[config.mk]
export PLATFORM = sky130hd
export DESIGN_NAME = signed_int_to_decimal_ascii
export DESIGN_NICKNAME = d
export VERILOG_FILES = /design/src/hw/rtl/sida_pkg.sv /design/src/hw/rtl/signed_int_to_decimal_ascii.sv
export VERILOG_INCLUDE_DIRS = /design/src /design/src/hw/rtl
export SDC_FILE = /design/constraint.sdc
export NUM_CORES = 1
export LEC_CHECK = 0
export BUFFER_PORTS_ARGS = -buffer_cell sky130_fd_sc_hd__buf_4
export CORE_UTILIZATION = 67
export DETAILED_ROUTE_END_ITERATION = 7
export GPL_TIMING_DRIVEN = 0
export PLACE_DENSITY = 0.87
export SETUP_SLACK_MARGIN = 0.5
export SYNTH_ARGS = -nofsm -noshare
export SYNTH_HDL_FRONTEND = slang
export SYNTH_SLANG_ARGS = --single-unit
[constraint.sdc]
create_clock -name i_clk -period 6.9 [get_ports i_clk]
set_input_delay 0.345 -clock i_clk [delete_from_list [all_inputs] [get_ports i_clk]]
set_output_delay 0.345 -clock i_clk [all_outputs]
set_load 0.02 [all_outputs]
[src/hw/rtl/signed_int_to_decimal_ascii_assert.svh]
// Assertion macros used by the RTL file of the decimal text converter.
`ifndef SIGNED_INT_TO_DECIMAL_ASCII_ASSERT_SVH
`define SIGNED_INT_TO_DECIMAL_ASCII_ASSERT_SVH

// Same-cycle implication, disabled while reset is held.
`define SIDA_ASSERT_NOW(label, ante, cons, msg) \
    label: assert property (@(posedge i_clk) disable iff (!i_rst_n) (ante) |-> (cons)) \
        else $error(msg);

// Next-cycle implication, disabled while reset is held.
`define SIDA_ASSERT_NEXT(label, ante, cons, msg) \
    label: assert property (@(posedge i_clk) disable iff (!i_rst_n) (ante) |=> (cons)) \
        else $error(msg);

`endif

[src/hw/rtl/sida_pkg.sv]
`default_nettype none

package sida_pkg;

    localparam int DEFAULT_VALUE_WIDTH = 32;

    localparam logic [7:0] CHAR_ZERO  = 8'h30;
    localparam logic [7:0] CHAR_MINUS = 8'h2D;

    typedef enum logic [2:0] {
        S_IDLE,
        S_CONV,
        S_FIND,
        S_SIGN,
        S_DIGIT
    } t_state;

endpackage

`default_nettype wire

[src/hw/rtl/signed_int_to_decimal_ascii.sv]
// Channel  | Ports                                  | Beat carries
// ---------+----------------------------------------+------------------------------------
// input    | i_s_tvalid, o_s_tready, i_s_tdata      | number (low VALUE_WIDTH bits)
// output   | o_m_tvalid, i_m_tready, o_m_tdata, ... | character in tdata, last char tlast
//
// One number is accepted, converted by double dabble two bits at a time (two chained
// shift/add-3 passes per step), scanned for its leading digit, and then sent one
// character at a time (up to 11 at 32 bits).
// o_s_tready is high only while no number is in conversion; the last character may still
// sit in the output register when the next number is taken.
// A stalled output holds the character register and holds the sequencer in the sign or digit state.
// Reset (synchronous, active low) clears the state and the output valid.
`default_nettype none

`include "signed_int_to_decimal_ascii_assert.svh"

module signed_int_to_decimal_ascii
    import sida_pkg::*;
#(
    parameter int VALUE_WIDTH = DEFAULT_VALUE_WIDTH
) (
    input  wire                                 i_clk,
    input  wire                                 i_rst_n,
    input  wire                                 i_s_tvalid,
    output logic                                o_s_tready,
    // [VALUE_WIDTH-1:0] number, zero filled up to whole bytes
    input  wire  [((VALUE_WIDTH + 7) / 8) * 8 - 1:0] i_s_tdata,
    output logic                                o_m_tvalid,
    input  wire                                 i_m_tready,
    // [7:0] character
    output logic [7:0]                          o_m_tdata,
    output logic                                o_m_tlast
);

    localparam int SHIFT_W = ((VALUE_WIDTH + 1) / 2) * 2;
    localparam int STEPS   = SHIFT_W / 2;
    localparam int STEP_W  = $clog2(STEPS);
    localparam int NDIG    = (VALUE_WIDTH * 30103) / 100000 + 1;
    localparam int BCD_W   = NDIG * 4;
    localparam int IDX_W   = $clog2(NDIG);

    t_state                r_state, n_state;
    logic [SHIFT_W-1:0]    r_bin,   n_bin;
    logic [BCD_W-1:0]      r_bcd,   n_bcd;
    logic [STEP_W-1:0]     r_step,  n_step;
    logic [IDX_W-1:0]      r_idx,   n_idx;
    logic                  r_neg,   n_neg;
    logic                  r_m_valid, n_m_valid;
    logic [7:0]            r_char,  n_char;
    logic                  r_last,  n_last;

    logic [VALUE_WIDTH-1:0] w_val;
    logic [VALUE_WIDTH-1:0] w_mag;
    logic                   w_slot_free;
    logic [3:0]             w_digit;

    // One double-dabble step: adjust each BCD digit, then shift in one binary bit.
    function automatic logic [BCD_W-1:0] f_dabble(input logic [BCD_W-1:0] bcd,
                                                   input logic bin_bit);
        logic [BCD_W-1:0] adj;
        adj = bcd;
        for (int d = 0; d < NDIG; d++) begin
            if (bcd[d*4 +: 4] >= 4'd5) begin
                adj[d*4 +: 4] = bcd[d*4 +: 4] + 4'd3;
            end
        end
        return {adj[BCD_W-2:0], bin_bit};
    endfunction

    assign w_val       = i_s_tdata[VALUE_WIDTH-1:0];
    assign w_mag       = w_val[VALUE_WIDTH-1] ? (~w_val + 1'b1) : w_val;
    assign w_slot_free = !r_m_valid || i_m_tready;
    assign w_digit     = r_bcd[r_idx*4 +: 4];

    assign o_s_tready = (r_state == S_IDLE);
    assign o_m_tvalid = r_m_valid;
    assign o_m_tdata  = r_char;
    assign o_m_tlast  = r_last;

    always_ff @(posedge i_clk) begin
        if (!i_rst_n) begin
            r_state   <= S_IDLE;
            r_m_valid <= 1'b0;
        end else begin
            r_state   <= n_state;
            r_m_valid <= n_m_valid;
        end
    end

    always_ff @(posedge i_clk) begin
        r_bin  <= n_bin;
        r_bcd  <= n_bcd;
        r_step <= n_step;
        r_idx  <= n_idx;
        r_neg  <= n_neg;
        r_char <= n_char;
        r_last <= n_last;
    end

    always_comb begin
        n_state   = r_state;
        n_bin     = r_bin;
        n_bcd     = r_bcd;
        n_step    = r_step;
        n_idx     = r_idx;
        n_neg     = r_neg;
        n_char    = r_char;
        n_last    = r_last;
        n_m_valid = r_m_valid;

        // drop the output beat once taken
        if (i_m_tready) begin
            n_m_valid = 1'b0;
        end

        case (r_state)
            S_IDLE: begin
                if (i_s_tvalid) begin
                    n_neg   = w_val[VALUE_WIDTH-1];
                    n_bin   = SHIFT_W'(w_mag);
                    n_bcd   = '0;
                    n_step  = STEP_W'(STEPS - 1);
                    n_state = S_CONV;
                end
            end
            S_CONV: begin
                n_bcd = f_dabble(f_dabble(r_bcd, r_bin[SHIFT_W-1]), r_bin[SHIFT_W-2]);
                n_bin = {r_bin[SHIFT_W-3:0], 2'b00};
                if (r_step == '0) begin
                    n_state = S_FIND;
                end else begin
                    n_step = r_step - 1'b1;
                end
            end
            S_FIND: begin
                // highest nonzero digit; zero leaves the units digit
                n_idx = '0;
                for (int d = 0; d < NDIG; d++) begin
                    if (r_bcd[d*4 +: 4] != 4'd0) begin
                        n_idx = IDX_W'(d);
                    end
                end
                n_state = r_neg ? S_SIGN : S_DIGIT;
            end
            S_SIGN: begin
                if (w_slot_free) begin
                    n_char    = CHAR_MINUS;
                    n_last    = 1'b0;
                    n_m_valid = 1'b1;
                    n_state   = S_DIGIT;
                end
            end
            S_DIGIT: begin
                if (w_slot_free) begin
                    n_char    = CHAR_ZERO + {4'b0000, w_digit};
                    n_last    = (r_idx == '0);
                    n_m_valid = 1'b1;
                    if (r_idx == '0) begin
                        n_state = S_IDLE;
                    end else begin
                        n_idx = r_idx - 1'b1;
                    end
                end
            end
            default: begin
                n_state = S_IDLE;
            end
        endcase
    end

    `SIDA_ASSERT_NEXT(a_accept_starts_conv, i_s_tvalid && o_s_tready, r_state == S_CONV, "accepted number did not start conversion")
    `SIDA_ASSERT_NOW(a_beat_from_emit, $rose(o_m_tvalid), $past(r_state) == S_SIGN || $past(r_state) == S_DIGIT, "output beat loaded outside emit states")
    `SIDA_ASSERT_NOW(a_minus_not_last, o_m_tvalid && o_m_tdata == CHAR_MINUS, !o_m_tlast, "minus sign marked as last character")
    `SIDA_ASSERT_NOW(a_digit_is_bcd, r_state == S_DIGIT, w_digit <= 4'd9, "converted digit out of decimal range")

endmodule

`default_nettype wire

==> impl_metrics.yaml <==
outcome:
  status: "finished, final reports clean"
hold_path:
  whs_endpoint: "r_neg$_DFFE_PP_"
  min_from: "i_s_tdata[31]"
  min_path_type: "in2reg"
  holdPathStages: 1
global_routing:
  use_met1_pct: 41.2
  grtUsageMet3_pct: 5.26
  grt_usage_pct: 32.2
  grt_pass1_vias: 5905
  grt_pass1_wl_mm: 27.9
  grt_max_degree: 62
  antenna_found_initial: 0
  globalRouteMet2Util_pct: 52.9
  top_usage_layer: "met2"
  grt_overflow: 0
route:
  wl_per_cell_um: 18.2
  dr.pass1.iters: 5
  drc_errors: 0
  wl_mm: 17.1
  drt-vias-per-instance: 6.41
  drtAntennaViolNets: 0
  drt_iter0_markers: 520
  via_count: 6009
layout:
  final_cell_mix: "edfxtp_1, nor2_1, a21oi_1"
  fillers: 678
  layout_commonest_cell: "edfxtp_1"
  design_area_mm2: 0.00765
  fin_cells: 937
  diodes: 0
  area_growth_pct: 9.75
  num-nets-final: 871
  drive_gt1_share_pct: 12.2
sta:
  fmax_mhz: 307
  finalSetupViolations: 0
  rsz0062_at_grt: "no"
  fin_setup_tns_ns: 0
  slew_viol_final: 0
  worst_pin_slew_ns: 0.962
  finalHoldViolations: 0
  fin_skew_ns: 0.0112
  setup_slack_ns: 3.64
  relSlewSlack_pct: 35.4
  final.period_utilization_pct: 47.2
  period_needed_ns: 3.26
placed_design:
  post-place-ws_ns: 3.72
  dp.cells: 922
  hpwl_mm: 12.6
  gp_congestion: 0.930
  place_area_mm2: 0.00750
  port_buffers: 43
critical_path:
  cp_data_required_time_ns: 6.99
  endpoint_kind: "register"
  cp_max_fo: 61
  criticalPathCategory: "reg2reg"
  start_kind: "register"
  reg2reg_setup_slack_ns: 3.64
  cp_data_arrival_time_ns: 3.34
  r2r_cells: 7
  r2r-start: "r_state[2]$_SDFFE_PN0P_"
  r2r-end: "r_bin[2]$_DFFE_PP_"
die:
  boundaryPins: 47
  die_y_um: 104
  die-area_mm2: 0.0108
  initial_core_util_pct: 70.3
  die_x_um: 104
  std_cell_rows: 36
  coreArea_mm2: 0.00991
synthesis:
  synthFlopType: "edfxtp_1"
  synth_top_area_cell: "edfxtp_1"
  synth-seq-cells: 91
  ys_async_sr_fraction_pct: 0
  ys_seq_area_share_pct: 38.6
  netlist_area_mm2: 0.00697
  syn_avg_cell_area_um2: 9.37
  syn_inst: 744
  yosysUniqueCellTypes: 58
  synthTopCellsByArea: "edfxtp_1, ha_1, mux2i_1"
  yosysWarnings: 0
  synth_top_area_share_pct: 37.5
  synth_enable_flop_cells: 87
cts:
  cts.repair.resized: 0
  cts_tree: "done"
  cts.sinks: 91
  root_buffer: "clkbuf_8"
  clkTransAtPathRegs_ns: 0.09
  clock_path_buffers: 2
  cts_buffers: 9
  cts-hold-fix-buffers: 0
  insertion_delay_ns: 0.38
  h-tree-depth: 3
  cts_setup_buffers: 0
power:
  power_density_mw_per_mm2: 554
  leakagePower_nw: 2.92
  vdd.ir_drop.worst_v: 0.000435
job:
  drv_cap: 0
==> how the worst max path moves through the flow <==
stage                                  startpoint                      to  slack, ns
final                     r_state[2]$_SDFFE_PN0P_      r_bin[2]$_DFFE_PP_       3.64
after CTS                 r_state[2]$_SDFFE_PN0P_     r_bin[13]$_DFFE_PP_       3.74
after global routing      r_state[2]$_SDFFE_PN0P_     r_bin[16]$_DFFE_PP_       3.58
after detailed placement  r_state[2]$_SDFFE_PN0P_  r_bin[1]$_SDFFCE_PP0P_       3.72
after floorplan           r_state[0]$_SDFFE_PN0P_  r_bcd[0]$_SDFFCE_PN0P_       3.38
after global placement    r_state[2]$_SDFFE_PN0P_  r_bin[0]$_SDFFCE_PP0P_       1.84
==> metrics by stage <==
step / hold WS [ns] / total power [W] / util (%)
finish: 0.189 / 0.00424 / 77.2
global route: 0.180 / 0.00455 / 77.2
CTS: 0.174 / 0.00418 / 77.2
detailed placement: 0.518 / 0.00385 / 75.7
global placement: 0.503 / 0.00364 / 75.3
floorplan: 0.444 / 0.00318 / -
==> where the power goes <==
group / internal [W] / switching [W] / total [W]
logic: 0.00106 / 0.00163 / 0.00269
registers: 0.00100 / 0.000221 / 0.00123
clock network: 0.000128 / 0.000195 / 0.000323
total: 0.00219 / 0.00205 / 0.00424
==> area by class of cell <==
| class | count | area (µm²) | share of cell area [%] |
|---|---|---|---|
| clock inverter | 3 | 16.3 | 0.213 |
| sequential | 91 | 2690 | 35.2 |
| timing repair buffer | 44 | 350 | 4.58 |
| clock buffer | 12 | 135 | 1.77 |
| multi-input combinational | 574 | 3980 | 52.0 |
| buffer | 34 | 140 | 1.83 |
| tap | 133 | 166 | 2.18 |
| inverter | 46 | 173 | 2.26 |
==> layer usage <==
metal | vias to the layer above | routed length [µm]
li1 | 2837 | -
met1 | 2834 | 6910
met2 | 288 | 8320
met3 | 50 | 1290
met4 | 0 | 559
met5 | - | 0
==> state kept, by name, indices dropped and copies added, names as in the netlist <==
signal and count:
r_bin 32, o_m_tdata 5, r_step 4, r_state 3, o_m_tlast 1, o_m_tvalid 1
r_bcd 40, r_neg 1, r_idx 4
==> synthesized netlist by cell type (2+ instances only) <==
library cell / count
or3_1: 7
a211oi_1: 11
or4_1: 3
o31a_1: 4
o31ai_1: 21
buf_4: 3
conb_1: 2
nor3_1: 17
xor2_1: 24
a211o_1: 5
ha_1: 35
mux4_2: 8
nand3_1: 12
o21a_1: 9
nor3b_1: 23
o211ai_1: 2
o21bai_1: 4
nor2b_1: 14
mux2i_1: 31
clkbuf_1: 25
buf_1: 5
nand2b_1: 11
nor2_1: 80
or3b_2: 4
or4_4: 5
xnor2_1: 19
a22o_1: 8
a21boi_0: 4
inv_1: 46
a21o_1: 9
dfxtp_1: 4
o41ai_2: 2
o221ai_1: 4
or2_2: 8
o21ai_0: 40
o21ai_1: 5
nand4_1: 3
mux2_2: 7
a21oi_1: 56
nand2_1: 54
a32o_1: 5
o22ai_1: 3
edfxtp_1: 87
==> logic make-up (layout without fill, tap and decap cells) <==
kind of cell / after synthesis / in the layout / synth area share (%)
AOI/OAI and AO/OA: 199 / 199 / 18.8
xor gates and xnor gates: 43 / 43 / 5.40
adders and majority gates: 35 / 35 / 6.28
buffers and inverters: 80 / 139 / 4.49
DFF: 91 / 91 / 38.6
muxes: 46 / 46 / 8.17
other: 2 / 3 / 0.108
and+or+nand+nor: 248 / 248 / 18.2
==> critical path, stage by stage, from the launching register on <==
cell and delay [ns]:
dfxtp_1 0.32, clkbuf_1 0.29, or3b_2 0.21, clkbuf_1 0.35, clkbuf_1 0.44, buf_1 0.69
nand2_4 0.30, buf_16 0.31
Power figures use the tool's default switching activity.
